==> config.mk <==
export PLATFORM = sky130hd
export DESIGN_NAME = telnet_stream_endpoint_unit
export DESIGN_NICKNAME = d
export VERILOG_FILES = /design/src/hdl/tse_pkg.sv /design/src/hdl/tse_ram.sv /design/src/hdl/tse_parse.sv /design/src/hdl/tse_option.sv /design/src/hdl/tse_emit.sv /design/src/hdl/telnet_stream_endpoint_unit.sv
export SDC_FILE = /design/constraint.sdc
export NUM_CORES = 2
export LEC_CHECK = 0
export ABC_AREA = 1
export BUFFER_PORTS_ARGS = -buffer_cell sky130_fd_sc_hd__buf_2
export CAP_MARGIN = 20
export CORE_UTILIZATION = 40
export DETAILED_ROUTE_END_ITERATION = 7
export MAX_ROUTING_LAYER = met4
export PLACE_DENSITY_LB_ADDON = 0.2
export SYNTH_ARGS = -nofsm -noshare
export SYNTH_HDL_FRONTEND = slang
export SYNTH_SLANG_ARGS = --single-unit
==> constraint.sdc <==
create_clock -name clk -period 35.4 [get_ports clk]
set_clock_uncertainty 0.15 [all_clocks]
set_input_delay 7.08 -clock clk [delete_from_list [all_inputs] [get_ports clk]]
set_output_delay 7.08 -clock clk [all_outputs]
set_load 0.02 [all_outputs]
==> src/hdl/tse_pkg.sv <==
// ----------------------------------------------------------------------------
// tse_pkg
// Shared types, byte codes and helpers of the telnet stream endpoint.
// ----------------------------------------------------------------------------
package tse_pkg;

	localparam int OPTION_COUNT = 256;
	localparam int TABLE_DEPTH  = 2 * OPTION_COUNT;
	localparam int TABLE_AW     = $clog2(TABLE_DEPTH);

	localparam logic [7:0] B_IAC      = 8'hFF;
	localparam logic [7:0] B_CR       = 8'h0D;
	localparam logic [7:0] B_LF       = 8'h0A;
	localparam logic [7:0] B_NUL      = 8'h00;
	localparam logic [7:0] C_SE       = 8'd240;
	localparam logic [7:0] C_CMD_LO   = 8'd241;
	localparam logic [7:0] C_CMD_HI   = 8'd249;
	localparam logic [7:0] C_SB       = 8'd250;
	localparam logic [7:0] C_WILL     = 8'd251;
	localparam logic [7:0] C_WONT     = 8'd252;
	localparam logic [7:0] C_DO       = 8'd253;
	localparam logic [7:0] C_DONT     = 8'd254;

	localparam logic [1:0] WANT_WANTED   = 2'd1;
	localparam logic [1:0] WANT_ACCEPTED = 2'd2;
	localparam logic [1:0] POLICY_BAD    = 2'd3;
	localparam logic [1:0] RS_SENT       = 2'd1;
	localparam logic [1:0] RS_ACK        = 2'd2;

	typedef enum logic [1:0] {
		IK_RX     = 2'd0,
		IK_TX     = 2'd1,
		IK_LREQ   = 2'd2,
		IK_POLICY = 2'd3
	} in_kind_t;

	typedef enum logic [2:0] {
		OK_RX       = 3'd0,
		OK_CMD      = 3'd1,
		OK_SB_BEGIN = 3'd2,
		OK_SB_DATA  = 3'd3,
		OK_SB_END   = 3'd4,
		OK_SB_ABORT = 3'd5,
		OK_TX       = 3'd6,
		OK_OPT_EN   = 3'd7
	} out_kind_t;

	typedef enum logic [2:0] {
		PS_NORMAL  = 3'd0,
		PS_IAC     = 3'd1,
		PS_OPT     = 3'd2,
		PS_CR      = 3'd3,
		PS_SB_OPT  = 3'd4,
		PS_SB_DATA = 3'd5,
		PS_SB_IAC  = 3'd6
	} parse_state_t;

	typedef enum logic [1:0] {
		TOP_NONE   = 2'd0,
		TOP_NEG    = 2'd1,
		TOP_LREQ   = 2'd2,
		TOP_POLICY = 2'd3
	} table_op_t;

	typedef struct packed {
		logic [1:0] rs;
		logic [1:0] want;
		logic       cur;
	} opt_entry_t;

	typedef struct packed {
		out_kind_t  kind;
		logic [7:0] data;
		logic       side;
	} event_t;

	// decoded request handed from the parser to the table stage
	typedef struct packed {
		table_op_t    op;
		logic         side;
		logic [7:0]   opt;
		logic         en;
		logic [1:0]   pol;
		logic [1:0]   n_ev;
		event_t [2:0] ev;
	} dec_t;

	function automatic logic opt_in_range(input logic [7:0] o);
		return 9'(o) < 9'(OPTION_COUNT);
	endfunction

	function automatic logic [TABLE_AW-1:0] table_addr(input logic side, input logic [7:0] o);
		return side ? TABLE_AW'(OPTION_COUNT) + TABLE_AW'(o) : TABLE_AW'(o);
	endfunction

	function automatic event_t mk_ev(input out_kind_t k, input logic [7:0] d, input logic s);
		event_t e;
		e.kind = k;
		e.data = d;
		e.side = s;
		return e;
	endfunction

endpackage

==> src/hdl/tse_ram.sv <==
// ----------------------------------------------------------------------------
// tse_ram
// Generic single-port-write, single-port-read RAM with registered read.
// ----------------------------------------------------------------------------
module tse_ram #(
	parameter int WIDTH = 8,
	parameter int DEPTH = 16,
	localparam int AW = $clog2(DEPTH)
) (
	input  logic             clk,
	input  logic             we,
	input  logic [AW-1:0]    waddr,
	input  logic [WIDTH-1:0] wdata,
	input  logic             re,
	input  logic [AW-1:0]    raddr,
	output logic [WIDTH-1:0] rdata
);

	logic [WIDTH-1:0] mem_q [DEPTH];

	always_ff @(posedge clk) begin
		if (we) begin
			mem_q[waddr] <= wdata;
		end
		if (re) begin
			rdata <= mem_q[raddr];
		end
	end

endmodule

==> src/hdl/tse_parse.sv <==
// ----------------------------------------------------------------------------
// tse_parse
// Receive state machine and transmit escaping; turns each request into
// direct events or a table operation.
// ----------------------------------------------------------------------------
module tse_parse (
	input  logic               clk,
	input  logic               arst_n,
	input  logic               accept,
	input  tse_pkg::in_kind_t  kind,
	input  logic [7:0]         byte_value,
	input  logic [7:0]         option_code,
	input  logic               local_side,
	input  logic               enable,
	input  logic [1:0]         want_policy,
	output tse_pkg::dec_t      dec
);

	typedef struct packed {
		logic [1:0]      n;
		tse_pkg::event_t e1;
		tse_pkg::event_t e0;
	} ev_pair_t;

	tse_pkg::parse_state_t state_q, state_d;
	logic [3:0]            pending_q, pending_d;
	logic [7:0]            cur_opt_q, cur_opt_d;
	logic [7:0]            cmd;
	ev_pair_t              nrm_r, iac_r;

	function automatic tse_pkg::parse_state_t normal_next(input logic [7:0] c);
		if (c == tse_pkg::B_CR) begin
			return tse_pkg::PS_CR;
		end else if (c == tse_pkg::B_IAC) begin
			return tse_pkg::PS_IAC;
		end
		return tse_pkg::PS_NORMAL;
	endfunction

	function automatic tse_pkg::parse_state_t iac_next(input logic [7:0] c);
		if (c == tse_pkg::C_SB) begin
			return tse_pkg::PS_SB_OPT;
		end else if (c inside {[tse_pkg::C_WILL:tse_pkg::C_DONT]}) begin
			return tse_pkg::PS_OPT;
		end else if (c < tse_pkg::C_SE) begin
			return normal_next(c);
		end
		return tse_pkg::PS_NORMAL;
	endfunction

	function automatic ev_pair_t normal_events(input logic [7:0] c);
		ev_pair_t r;
		r = '0;
		if (c != tse_pkg::B_CR && c != tse_pkg::B_IAC) begin
			r.n  = 2'd1;
			r.e0 = tse_pkg::mk_ev(tse_pkg::OK_RX, c, 1'b0);
		end
		return r;
	endfunction

	function automatic ev_pair_t iac_events(input logic [7:0] c);
		ev_pair_t r;
		ev_pair_t nr;
		r  = '0;
		nr = normal_events(c);
		if (c inside {[tse_pkg::C_CMD_LO:tse_pkg::C_CMD_HI]}) begin
			r.n  = 2'd1;
			r.e0 = tse_pkg::mk_ev(tse_pkg::OK_CMD, c, 1'b0);
		end else if (c == tse_pkg::B_IAC) begin
			r.n  = 2'd1;
			r.e0 = tse_pkg::mk_ev(tse_pkg::OK_RX, tse_pkg::B_IAC, 1'b0);
		end else if (c < tse_pkg::C_SE) begin
			// unknown command: literal iac, then the byte as plain data
			r.n  = 2'd1 + nr.n;
			r.e0 = tse_pkg::mk_ev(tse_pkg::OK_RX, tse_pkg::B_IAC, 1'b0);
			r.e1 = nr.e0;
		end
		return r;
	endfunction

	function automatic logic iac_sets_pending(input logic [7:0] c);
		return (c == tse_pkg::C_SB) || (c inside {[tse_pkg::C_WILL:tse_pkg::C_DONT]});
	endfunction

	assign cmd   = {4'hF, pending_q};
	assign nrm_r = normal_events(byte_value);
	assign iac_r = iac_events(byte_value);

	// next state
	always_comb begin
		state_d   = state_q;
		pending_d = pending_q;
		cur_opt_d = cur_opt_q;
		if (kind == tse_pkg::IK_RX) begin
			case (state_q)
				tse_pkg::PS_IAC: begin
					state_d = iac_next(byte_value);
					if (iac_sets_pending(byte_value)) begin
						pending_d = byte_value[3:0];
					end
				end
				tse_pkg::PS_OPT: begin
					cur_opt_d = byte_value;
					state_d   = tse_pkg::PS_NORMAL;
				end
				tse_pkg::PS_CR: begin
					if (byte_value == tse_pkg::B_NUL || byte_value == tse_pkg::B_LF) begin
						state_d = tse_pkg::PS_NORMAL;
					end else begin
						state_d = normal_next(byte_value);
					end
				end
				tse_pkg::PS_SB_OPT: begin
					cur_opt_d = byte_value;
					state_d   = tse_pkg::PS_SB_DATA;
				end
				tse_pkg::PS_SB_DATA: begin
					state_d = (byte_value == tse_pkg::B_IAC) ? tse_pkg::PS_SB_IAC
						: tse_pkg::PS_SB_DATA;
				end
				tse_pkg::PS_SB_IAC: begin
					if (byte_value == tse_pkg::B_IAC) begin
						state_d = tse_pkg::PS_SB_DATA;
					end else if (byte_value == tse_pkg::C_SE) begin
						state_d = tse_pkg::PS_NORMAL;
					end else begin
						state_d = iac_next(byte_value);
						if (iac_sets_pending(byte_value)) begin
							pending_d = byte_value[3:0];
						end
					end
				end
				default: begin
					state_d = normal_next(byte_value);
				end
			endcase
		end
	end

	// outputs
	always_comb begin
		dec = '0;
		case (kind)
			tse_pkg::IK_RX: begin
				case (state_q)
					tse_pkg::PS_IAC: begin
						dec.n_ev  = iac_r.n;
						dec.ev[0] = iac_r.e0;
						dec.ev[1] = iac_r.e1;
					end
					tse_pkg::PS_OPT: begin
						if (cmd inside {[tse_pkg::C_WILL:tse_pkg::C_DONT]}) begin
							dec.op   = tse_pkg::TOP_NEG;
							dec.side = (cmd == tse_pkg::C_DO) || (cmd == tse_pkg::C_DONT);
							dec.en   = (cmd == tse_pkg::C_WILL) || (cmd == tse_pkg::C_DO);
							dec.opt  = byte_value;
						end
					end
					tse_pkg::PS_CR: begin
						if (byte_value == tse_pkg::B_NUL) begin
							dec.n_ev  = 2'd1;
							dec.ev[0] = tse_pkg::mk_ev(tse_pkg::OK_RX, tse_pkg::B_CR, 1'b0);
						end else if (byte_value == tse_pkg::B_LF) begin
							dec.n_ev  = 2'd1;
							dec.ev[0] = tse_pkg::mk_ev(tse_pkg::OK_RX, tse_pkg::B_LF, 1'b0);
						end else begin
							dec.n_ev  = 2'd1 + nrm_r.n;
							dec.ev[0] = tse_pkg::mk_ev(tse_pkg::OK_RX, tse_pkg::B_CR, 1'b0);
							dec.ev[1] = nrm_r.e0;
						end
					end
					tse_pkg::PS_SB_OPT: begin
						dec.n_ev  = 2'd1;
						dec.ev[0] = tse_pkg::mk_ev(tse_pkg::OK_SB_BEGIN, byte_value, 1'b0);
					end
					tse_pkg::PS_SB_DATA: begin
						if (byte_value != tse_pkg::B_IAC) begin
							dec.n_ev  = 2'd1;
							dec.ev[0] = tse_pkg::mk_ev(tse_pkg::OK_SB_DATA, byte_value, 1'b0);
						end
					end
					tse_pkg::PS_SB_IAC: begin
						if (byte_value == tse_pkg::B_IAC) begin
							dec.n_ev  = 2'd1;
							dec.ev[0] = tse_pkg::mk_ev(tse_pkg::OK_SB_DATA, tse_pkg::B_IAC, 1'b0);
						end else if (byte_value == tse_pkg::C_SE) begin
							dec.n_ev  = 2'd1;
							dec.ev[0] = tse_pkg::mk_ev(tse_pkg::OK_SB_END, cur_opt_q, 1'b0);
						end else begin
							// interrupted subnegotiation, byte reparsed as a command
							dec.n_ev  = 2'd1 + iac_r.n;
							dec.ev[0] = tse_pkg::mk_ev(tse_pkg::OK_SB_ABORT, cur_opt_q, 1'b0);
							dec.ev[1] = iac_r.e0;
							dec.ev[2] = iac_r.e1;
						end
					end
					default: begin
						dec.n_ev  = nrm_r.n;
						dec.ev[0] = nrm_r.e0;
					end
				endcase
			end
			tse_pkg::IK_TX: begin
				dec.n_ev = 2'd2;
				if (byte_value == tse_pkg::B_CR) begin
					dec.ev[0] = tse_pkg::mk_ev(tse_pkg::OK_TX, tse_pkg::B_CR, 1'b0);
					dec.ev[1] = tse_pkg::mk_ev(tse_pkg::OK_TX, tse_pkg::B_NUL, 1'b0);
				end else if (byte_value == tse_pkg::B_LF) begin
					dec.ev[0] = tse_pkg::mk_ev(tse_pkg::OK_TX, tse_pkg::B_CR, 1'b0);
					dec.ev[1] = tse_pkg::mk_ev(tse_pkg::OK_TX, tse_pkg::B_LF, 1'b0);
				end else if (byte_value == tse_pkg::B_IAC) begin
					dec.ev[0] = tse_pkg::mk_ev(tse_pkg::OK_TX, tse_pkg::B_IAC, 1'b0);
					dec.ev[1] = tse_pkg::mk_ev(tse_pkg::OK_TX, tse_pkg::B_IAC, 1'b0);
				end else begin
					dec.n_ev  = 2'd1;
					dec.ev[0] = tse_pkg::mk_ev(tse_pkg::OK_TX, byte_value, 1'b0);
				end
			end
			tse_pkg::IK_LREQ: begin
				if (tse_pkg::opt_in_range(option_code)) begin
					dec.op   = tse_pkg::TOP_LREQ;
					dec.side = local_side;
					dec.opt  = option_code;
					dec.en   = enable;
				end
			end
			tse_pkg::IK_POLICY: begin
				if (tse_pkg::opt_in_range(option_code) && want_policy != tse_pkg::POLICY_BAD) begin
					dec.op   = tse_pkg::TOP_POLICY;
					dec.side = local_side;
					dec.opt  = option_code;
					dec.pol  = want_policy;
				end
			end
			default: begin
				dec = '0;
			end
		endcase
	end

	always_ff @(posedge clk or negedge arst_n) begin
		if (!arst_n) begin
			state_q   <= tse_pkg::PS_NORMAL;
			cur_opt_q <= '0;
		end else if (accept) begin
			state_q   <= state_d;
			cur_opt_q <= cur_opt_d;
		end
	end

	always_ff @(posedge clk) begin
		if (accept) begin
			pending_q <= pending_d;
		end
	end

endmodule

==> src/hdl/tse_option.sv <==
// ----------------------------------------------------------------------------
// tse_option
// Option table update: negotiation replies, local requests and want policy;
// builds the result list of one request.
// ----------------------------------------------------------------------------
module tse_option (
	input  tse_pkg::dec_t           dec,
	input  tse_pkg::opt_entry_t     entry,
	output logic                    we,
	output tse_pkg::opt_entry_t     wdata,
	output logic [2:0]              n_res,
	output tse_pkg::event_t [3:0]   res
);

	tse_pkg::opt_entry_t ent;
	logic                opt_ok;
	logic                cur;
	logic [1:0]          rs;
	logic                act;
	logic                send;
	logic                agree;

	function automatic logic [7:0] reply_code(input logic side, input logic yes);
		if (side) begin
			return yes ? tse_pkg::C_WILL : tse_pkg::C_WONT;
		end
		return yes ? tse_pkg::C_DO : tse_pkg::C_DONT;
	endfunction

	assign opt_ok = tse_pkg::opt_in_range(dec.opt);

	always_comb begin
		// out of range options behave as an entry stuck at reset
		ent   = opt_ok ? entry : '0;
		cur   = ent.cur;
		rs    = ent.rs;
		act   = 1'b0;
		send  = 1'b0;
		agree = 1'b0;
		we    = 1'b0;
		wdata = ent;
		n_res = '0;
		res   = '0;
		case (dec.op)
			tse_pkg::TOP_NEG: begin
				if (rs == tse_pkg::RS_SENT) begin
					// answer to our own request
					rs  = tse_pkg::RS_ACK;
					cur = dec.en;
					act = 1'b1;
				end else if (dec.en != cur) begin
					act   = 1'b1;
					send  = 1'b1;
					agree = dec.en;
					if (!dec.en || ent.want == tse_pkg::WANT_WANTED
							|| ent.want == tse_pkg::WANT_ACCEPTED) begin
						rs  = tse_pkg::RS_ACK;
						cur = dec.en;
					end else begin
						agree = cur;
					end
				end
				if (send) begin
					res[0] = tse_pkg::mk_ev(tse_pkg::OK_TX, tse_pkg::B_IAC, 1'b0);
					res[1] = tse_pkg::mk_ev(tse_pkg::OK_TX, reply_code(dec.side, agree), 1'b0);
					res[2] = tse_pkg::mk_ev(tse_pkg::OK_TX, dec.opt, 1'b0);
					res[3] = tse_pkg::mk_ev(tse_pkg::OK_OPT_EN, dec.opt, dec.side);
					n_res  = cur ? 3'd4 : 3'd3;
				end else begin
					res[0] = tse_pkg::mk_ev(tse_pkg::OK_OPT_EN, dec.opt, dec.side);
					n_res  = (act && cur) ? 3'd1 : 3'd0;
				end
				we    = act && opt_ok;
				wdata = '{rs: rs, want: ent.want, cur: cur};
			end
			tse_pkg::TOP_LREQ: begin
				if (dec.en != cur) begin
					res[0] = tse_pkg::mk_ev(tse_pkg::OK_TX, tse_pkg::B_IAC, 1'b0);
					res[1] = tse_pkg::mk_ev(tse_pkg::OK_TX, reply_code(dec.side, dec.en), 1'b0);
					res[2] = tse_pkg::mk_ev(tse_pkg::OK_TX, dec.opt, 1'b0);
					n_res  = 3'd3;
					rs     = tse_pkg::RS_SENT;
				end
				we    = 1'b1;
				wdata = '{rs: rs, want: {1'b0, dec.en}, cur: cur};
			end
			tse_pkg::TOP_POLICY: begin
				we    = 1'b1;
				wdata = '{rs: ent.rs, want: dec.pol, cur: ent.cur};
			end
			default: begin
				n_res    = {1'b0, dec.n_ev};
				res[2:0] = dec.ev;
			end
		endcase
	end

endmodule

==> src/hdl/tse_emit.sv <==
// ----------------------------------------------------------------------------
// tse_emit
// Output stage: holds the result list of one request and sends it one
// result per cycle while m_axis_tready is high, marking the final one.
// ----------------------------------------------------------------------------
module tse_emit (
	input  logic                   clk,
	input  logic                   arst_n,
	input  logic                   load,
	input  logic [2:0]             n_res,
	input  tse_pkg::event_t [3:0]  res,
	output logic                   free,
	output logic                   m_axis_tvalid,
	input  logic                   m_axis_tready,
	output logic [15:0]            m_axis_tdata,   // [7:0] out_byte, [8] out_local
	output logic [2:0]             m_axis_tuser,   // [2:0] out_kind
	output logic                   m_axis_tlast
);

	tse_pkg::event_t [3:0] grp_q;
	logic                  valid_q;
	logic [1:0]            idx_q;
	logic [1:0]            last_idx_q;
	tse_pkg::event_t       cur_ev;
	logic                  done;

	assign cur_ev        = grp_q[idx_q];
	assign done          = m_axis_tvalid && m_axis_tready && m_axis_tlast;
	assign free          = !valid_q || done;
	assign m_axis_tvalid = valid_q;
	assign m_axis_tdata  = {7'b0, cur_ev.side, cur_ev.data};
	assign m_axis_tuser  = cur_ev.kind;
	assign m_axis_tlast  = idx_q == last_idx_q;

	always_ff @(posedge clk or negedge arst_n) begin
		if (!arst_n) begin
			valid_q    <= 1'b0;
			idx_q      <= '0;
			last_idx_q <= '0;
		end else if (load) begin
			valid_q    <= 1'b1;
			idx_q      <= '0;
			last_idx_q <= 2'(n_res - 3'd1);
		end else if (done) begin
			valid_q <= 1'b0;
		end else if (m_axis_tvalid && m_axis_tready) begin
			idx_q <= idx_q + 2'd1;
		end
	end

	always_ff @(posedge clk) begin
		if (load) begin
			grp_q <= res;
		end
	end

`ifndef NO_ASSERTIONS
	a_load_when_free: assert property (@(posedge clk) disable iff (!arst_n)
		load |-> free)
		else $error("result list loaded over one still being sent");

	a_idx_bound: assert property (@(posedge clk) disable iff (!arst_n)
		valid_q |-> idx_q <= last_idx_q)
		else $error("result index ran past the final result");
`endif

endmodule

==> src/hdl/telnet_stream_endpoint_unit.sv <==
// ----------------------------------------------------------------------------
// telnet_stream_endpoint_unit
// A taken request is registered into stage one, which reads and updates the
// option table; its results are then registered into the output stage.
// Throughput: one request per cycle unless a busy output stage stalls;
// results leave one per cycle while m_axis_tready is high; one option table
// read and write-back per request, with write forwarding. Reset: a clearing
// pass sweeps the option table; s_axis_tready stays low until it ends.
// ----------------------------------------------------------------------------
module telnet_stream_endpoint_unit (
	input  logic        clk,
	input  logic        arst_n,
	input  logic        s_axis_tvalid,
	output logic        s_axis_tready,
	input  logic [23:0] s_axis_tdata,   // [7:0] byte_value, [15:8] option_code,
	                                    // [16] local_side, [17] enable, [19:18] want_policy
	input  logic [1:0]  s_axis_tuser,   // [1:0] kind
	output logic        m_axis_tvalid,
	input  logic        m_axis_tready,
	output logic [15:0] m_axis_tdata,   // [7:0] out_byte, [8] out_local
	output logic [2:0]  m_axis_tuser,   // [2:0] out_kind
	output logic        m_axis_tlast
);

	logic                            accept;
	tse_pkg::dec_t                   dec;
	logic [tse_pkg::TABLE_AW-1:0]    dec_addr;

	logic                            s1_valid_q;
	tse_pkg::dec_t                   dec_s1;
	logic [tse_pkg::TABLE_AW-1:0]    addr_s1;
	logic                            fwd_s1;
	tse_pkg::opt_entry_t             fwd_data_s1;

	logic                            clr_q;
	logic [tse_pkg::TABLE_AW-1:0]    clr_addr_q;

	logic [$bits(tse_pkg::opt_entry_t)-1:0] ram_rdata;
	logic                            ram_we;
	logic [tse_pkg::TABLE_AW-1:0]    ram_waddr;
	tse_pkg::opt_entry_t             ram_wdata;

	tse_pkg::opt_entry_t             entry_s1;
	logic                            s1_we;
	tse_pkg::opt_entry_t             s1_wdata;
	logic [2:0]                      n_res;
	tse_pkg::event_t [3:0]           res;
	logic                            emit_free;
	logic                            s1_adv;

	assign accept        = s_axis_tvalid && s_axis_tready;
	assign s1_adv        = s1_valid_q && (n_res == 3'd0 || emit_free);
	assign s_axis_tready = !clr_q && (!s1_valid_q || s1_adv);
	assign dec_addr      = tse_pkg::table_addr(dec.side, dec.opt);
	assign entry_s1      = fwd_s1 ? fwd_data_s1 : tse_pkg::opt_entry_t'(ram_rdata);

	assign ram_we    = clr_q || (s1_adv && s1_we);
	assign ram_waddr = clr_q ? clr_addr_q : addr_s1;
	assign ram_wdata = clr_q ? tse_pkg::opt_entry_t'('0) : s1_wdata;

	tse_parse u_parse (
		.clk         (clk),
		.arst_n      (arst_n),
		.accept      (accept),
		.kind        (tse_pkg::in_kind_t'(s_axis_tuser)),
		.byte_value  (s_axis_tdata[7:0]),
		.option_code (s_axis_tdata[15:8]),
		.local_side  (s_axis_tdata[16]),
		.enable      (s_axis_tdata[17]),
		.want_policy (s_axis_tdata[19:18]),
		.dec         (dec)
	);

	tse_ram #(
		.WIDTH ($bits(tse_pkg::opt_entry_t)),
		.DEPTH (tse_pkg::TABLE_DEPTH)
	) u_table (
		.clk   (clk),
		.we    (ram_we),
		.waddr (ram_waddr),
		.wdata (ram_wdata),
		.re    (accept),
		.raddr (dec_addr),
		.rdata (ram_rdata)
	);

	tse_option u_option (
		.dec   (dec_s1),
		.entry (entry_s1),
		.we    (s1_we),
		.wdata (s1_wdata),
		.n_res (n_res),
		.res   (res)
	);

	tse_emit u_emit (
		.clk           (clk),
		.arst_n        (arst_n),
		.load          (s1_adv && n_res != 3'd0),
		.n_res         (n_res),
		.res           (res),
		.free          (emit_free),
		.m_axis_tvalid (m_axis_tvalid),
		.m_axis_tready (m_axis_tready),
		.m_axis_tdata  (m_axis_tdata),
		.m_axis_tuser  (m_axis_tuser),
		.m_axis_tlast  (m_axis_tlast)
	);

	always_ff @(posedge clk or negedge arst_n) begin
		if (!arst_n) begin
			s1_valid_q <= 1'b0;
			fwd_s1     <= 1'b0;
		end else if (accept) begin
			s1_valid_q <= 1'b1;
			// write-back of the leaving request lands on the entry being read
			fwd_s1     <= s1_adv && s1_we && addr_s1 == dec_addr;
		end else if (s1_adv) begin
			s1_valid_q <= 1'b0;
		end
	end

	always_ff @(posedge clk) begin
		if (accept) begin
			dec_s1      <= dec;
			addr_s1     <= dec_addr;
			fwd_data_s1 <= s1_wdata;
		end
	end

	always_ff @(posedge clk or negedge arst_n) begin
		if (!arst_n) begin
			clr_q      <= 1'b1;
			clr_addr_q <= '0;
		end else if (clr_q) begin
			clr_addr_q <= clr_addr_q + tse_pkg::TABLE_AW'(1);
			if (clr_addr_q == tse_pkg::TABLE_AW'(tse_pkg::TABLE_DEPTH - 1)) begin
				clr_q <= 1'b0;
			end
		end
	end

`ifndef NO_ASSERTIONS
	a_s1_no_overrun: assert property (@(posedge clk) disable iff (!arst_n)
		(s1_valid_q && !s1_adv) |-> !accept)
		else $error("request taken while stage one is stalled");

	a_clear_idle: assert property (@(posedge clk) disable iff (!arst_n)
		clr_q |-> !s1_valid_q)
		else $error("request in flight during the table clearing pass");

	a_clear_full: assert property (@(posedge clk) disable iff (!arst_n)
		$fell(clr_q) |-> $past(clr_addr_q) == tse_pkg::TABLE_AW'(tse_pkg::TABLE_DEPTH - 1))
		else $error("clearing pass ended before the last table entry");
`endif

endmodule
# Word-level counts from Yosys, hierarchy flattened
# Memory sizes are Yosys's and may differ from the RTL's. A register that Yosys moved wholly into a read port is not among the register bits.
# Index checks and enable logic that the tools add are counted.
# word_totals
reg_bits,146
ramBits,2560
inputBits,30
output_inout_bits,22
elab_cells,286
mem_count,1
# op_classes
addsub,6
magnitude_cmp,8
eq_ne,33
n_mux,150
bitwise_logic,2
reduce_logical,45
# memory_table
name,depth,width,rd,rd_clocked_by_memory_dff,wr,line,source
u_table.mem_q,512,5,1,1,1,tse_ram.sv:19,logic [WIDTH-1:0] mem_q [DEPTH];
# op_table
cell,count
$mux 12,13
$pmux 36 s3,1
$mux 36,2
$pmux 12 s6,1
$mux 3,22
$mux 1,57
$mux 24,2
$pmux 24 s2,1
$mux 2,20
$mux 9,4
$pmux 12 s3,1
$mux 11,3
$pmux 11 s3,1
$mux 8,4
$mux 26,1
$bmux 12 s2,1
$eq 8x8->1 const B,3
$ge 8x8->1 const B,3
$le 8x8->1 const B,3
$mux 10,2
$pmux 3 s6,1
$eq 8x4->1 const B,2
$mux 4,4
$pmux 5 s3,1
43 further kinds,91

# Depth between registers and ports, before layout
# logic_depth
ltp_word,19
depth_mapped,23
ltp_nobuf,19

# By module
# A second synthesis with hierarchy kept.
# hier_totals
hier_cells,9797
area_unflattened_um2,112167.6
# by_module_without_submodules
mod,n_inst,cells_each,area_per_inst_um2,seq_area_each_um2
tse_ram,1,8941,104689.2,77023.9
telnet_stream_endpoint_unit,1,196,2660.1,2013.2
tse_emit,1,158,2102.0,1566.5
tse_parse,1,341,1933.1,395.4
tse_option,1,161,783.3,0.0

# Worst setup path before layout
# No wires, ideal clock.
# synth_timing
path_type,register to register
start,reg fwd_s1
end,mem u_table.mem_q[0][4] in the netlist's numbering (data pin)
setup_time_ns,2.940
arrival_time_ns,14.962
required_time_ns,32.310
slack_ns,17.348
stages_incl_launch_ff,7
path_buffers,1
synth_period_minus_slack_ns,18.052
path_cell_list,dfrtp_1 > buf_4 > mux2i_1 > ha_1 > nor2_1 > or2_2 > a21oi_1
# synth_rtl
element,line,source
"start, declared",telnet_stream_endpoint_unit.sv:32,logic fwd_s1;
"start signal, assigned",telnet_stream_endpoint_unit.sv:117,fwd_s1 <= s1_adv && s1_we && addr_s1 == dec_addr;
"end, declared",tse_ram.sv:19,

# Worst setup path after layout
# layout_timing
start,in m_axis_tready
end,out s_axis_tready
# layout_between
elab_chain_len,7
# layout_lines
element,line,source
"start, declared",telnet_stream_endpoint_unit.sv:19,"input logic m_axis_tready,"
$logic_and 1x1->1 (2 in series),tse_emit.sv:28,assign done = m_axis_tvalid && m_axis_tready && m_axis_tlast;
$logic_or 1x1->1,tse_emit.sv:29,assign free = !valid_q || done;
$logic_or 1x1->1,telnet_stream_endpoint_unit.sv:52,assign s1_adv = s1_valid_q && (n_res == 3'd0 || emit_free);
$logic_and 1x1->1,telnet_stream_endpoint_unit.sv:52,
$logic_or 1x1->1,telnet_stream_endpoint_unit.sv:53,assign s_axis_tready = !clr_q && (!s1_valid_q || s1_adv);
$logic_and 1x1->1,telnet_stream_endpoint_unit.sv:53,
"end, declared",telnet_stream_endpoint_unit.sv:14,"output logic s_axis_tready,"
# Every way passes these cells.

==> flow_summary.ini <==
[hold_path]
hold_class = flip-flop to flip-flop

[timing]
slew_violations = 0
relSlewSlack_pct = 27.1
fin_crit_sh_pct = 43.5
fmax_mhz = 65.0
fin_tns_setup_ns = 0
hold_viol = 0
finalSetupViolCount = 0
period_needed_ns = 15.38
worstMarginPinSlew_ns = 1.09
rsz0062_at_grt = no

[placed_design]
dp_cells = 12911
gp_congestion = 0.892
dpl_cell_area_sq_mm = 0.115
port_buffers = 40
dp_hpwl_um = 174000

[grt]
grt_max_degree = 208
gr-usage-met1_pct = 31.7
grt_pass1_vias = 72411
grt_pass1_wl_um = 478000
gr-total-overflow = 0
use_met2_pct = 35.7
met3_usage_pct = 3.69
antenna_found_initial = 8
top_usage_layer = met2
grt_usage_pct = 23.1

[cts]
cts-buffers-inserted = 304
clk_pin_slew_ns = 0.06
cts_max_path_buffers = 4
insertion_delay_ns = 0.95
htree_levels = 5
cts_tree = done
post-cts-setup-buffers = 0
clockRootBuffer = clkbuf_16
cts_hold_buf = 0
cts_sinks = 2688
cts_resized = 0

[worst_setup_path]
crit_required_ns = 28.17
crit_path_start = m_axis_tready
reg2reg_to = u_table.rdata[3]
r2r_setup_slack_ns = 28.57
endpoint = s_axis_tready
critPathArrivalTime_ns = 8.15
critical_path_class = input port to output port
endpoint_kind = output port
rr_startpoint = u_parse.pending_q[1]
start_kind = input port
reg2reg_depth = 19
path_max_fanout = 3

[synth]
synth_top_area_share_pct = 71.0
yosysTopAreaCell = edfxtp_1
ys_seq_area_share_pct = 71.6
synthTopCellsByArea = edfxtp_1, nand3_1, nand2_1
netlist_instances = 9752
yosys_warnings = 0
ys_ff_latch = 2688
synthesis.area_sq_mm = 0.113
ys.flop_type = edfxtp_1
synth-edff-count = 2660
synth_cell_types = 48
async_flop_share_pct = 1.04
avgSynthCellArea_sq_um = 11.5

[die]
std_cell_rows = 194
num_io_pins = 52
core-area_sq_mm = 0.280
die_w_um = 533
fp.dieH_um = 533
initial_core_util_pct = 40.3
die_area_sq_mm = 0.284

[route]
vias_per_cell = 5.61
drt_iter0_markers = 8293
wl_per_cell_um = 23.9
drtPass1Iterations = 8
wl_um = 322000
via_count = 75339
drc = 24
ant_nets = 0

[final_layout]
area_growth_pct = 10.7
mostFrequentLayoutCells = nand3_1, edfxtp_1, nand2_1
fin_area_sq_mm = 0.125
drive_gt1_share_pct = 6.49
seq_area_sq_mm = 0.0806
final_common_cell = nand3_1
finalNonFillerCells = 13440
multi_input_comb_area_sq_mm = 0.0282
num-nets-final = 9529
fillers = 25650

[power]
p_leak_uw = 0.0425
p_per_area_mw_per_mm2 = 63.4
peakVddDrop_mv = 0.0623

[outcome]
outcome = finished with violations
violations = DRC

[flow_run]
cap_violations = 0
==> logic make-up (layout without fill, tap and decap cells) <==
logic type / after synthesis / in the layout / synth area share, %
compound gates: 151 / 151 / 0.802
xor+xnor: 11 / 11 / 0.0856
fa+ha+maj: 6 / 6 / 0.0667
buf+inv: 866 / 819 / 3.68
flops: 2688 / 2688 / 71.6
mux: 3 / 3 / 0.0267
other cells: 1 / 12 / 0.00333
simple gates: 6026 / 6026 / 23.8
==> synth_stat cells, types with 4 or more instances <==
cell	instances
nand3_1	3221
inv_2	6
buf_6	19
o21ai_0	80
xor2_1	11
nor3_1	13
buf_2	311
buf_1	93
o22ai_1	17
o211ai_1	7
ha_1	6
nor2_1	644
nand2_2	5
a21oi_1	20
dfrtp_1	27
nand2_1	2123
clkbuf_1	219
clkinv_1	4
o221ai_1	4
or2_2	5
nand4_1	5
inv_1	119
buf_4	95
edfxtp_1	2660
==> area by class of cell <==
| cell class | instances | share of cell area (%) |
|---|---|---|
| Sequential cell | 2688 | 64.7 |
| Timing Repair Buffer | 166 | 1.07 |
| Antenna cell | 5 | 0.0100 |
| Multi-Input combinational cell | 6204 | 22.6 |
| Inverter | 129 | 0.413 |
| Tap cell | 3724 | 3.74 |
| Clock inverter | 154 | 1.04 |
| Clock buffer | 370 | 6.46 |
==> worst min-delay path by stage <==
stage	from	to	slack, ns	depth (start not counted)
2_1_floorplan	u_parse.cur_opt_q[0]	u_parse.cur_opt_q[0]	0.30	2
3_3_place_gp	u_parse.cur_opt_q[0]	u_parse.cur_opt_q[0]	0.32	2
3_5_place_dp	u_parse.cur_opt_q[4]	u_parse.cur_opt_q[4]	0.32	2
4_1_cts	u_parse.cur_opt_q[4]	u_parse.cur_opt_q[4]	0.33	2
5_1_grt	u_parse.cur_opt_q[0]	u_parse.cur_opt_q[0]	0.35	2
6_report	u_parse.cur_opt_q[4]	u_parse.cur_opt_q[4]	0.33	2
==> routing by layer <==
metal,up-vias,routed length [um]
met5,-,0
met4,0,8010
met3,471,24600
met2,3051,150000
met1,37356,139000
li1,34461,-
==> critical path, stage by stage <==
cell     delay (ns)
buf_2          0.08
nand2_1        0.07
o21ai_0        0.29
a21oi_1        0.09
nand2_1        0.09
nand2_1        0.19
inv_1          0.10
buf_2          0.17
==> state kept, by name, indices dropped and copies added (netlist names) <==
register / count
u_emit.grp_q: 41
u_parse.pending_q: 4
u_parse.cur_opt_q: 8
u_parse.state_q: 3
u_emit.last_idx_q: 2
s1_valid_q: 1
addr_s1: 1
dec_s1: 44
u_emit.idx_q: 2
clr_q: 1
u_table.mem_q: 2560
fwd_data_s1: 5
fwd_s1: 1
u_emit.m_axis_tvalid: 1
u_table.rdata: 5
clr_addr_q: 9
==> per-stage QoR <==
step           setup slack, ns  utilization [%]  power, uW  hold WS (ns)
6_report                 20.02             44.6       7900         0.328
4_1_cts                  20.01             44.6       7950         0.334
3_5_place_dp             20.02             41.2       4980         0.318
3_3_place_gp             20.00             41.2       4960         0.320
2_1_floorplan            17.35                -       4790         0.298
5_1_grt                  19.92             44.6       8160         0.351
==> report_power, final <==
| part | leakage [uW] | internal (uW) | switching [uW] |
|---|---|---|---|
| logic | 0.0134 | 165 | 834 |
| registers | 0.0244 | 3880 | 26.0 |
| clock network | 0.00460 | 1760 | 1230 |
| total | 0.0425 | 5810 | 2090 |
Power figures use the tool's default switching activity.
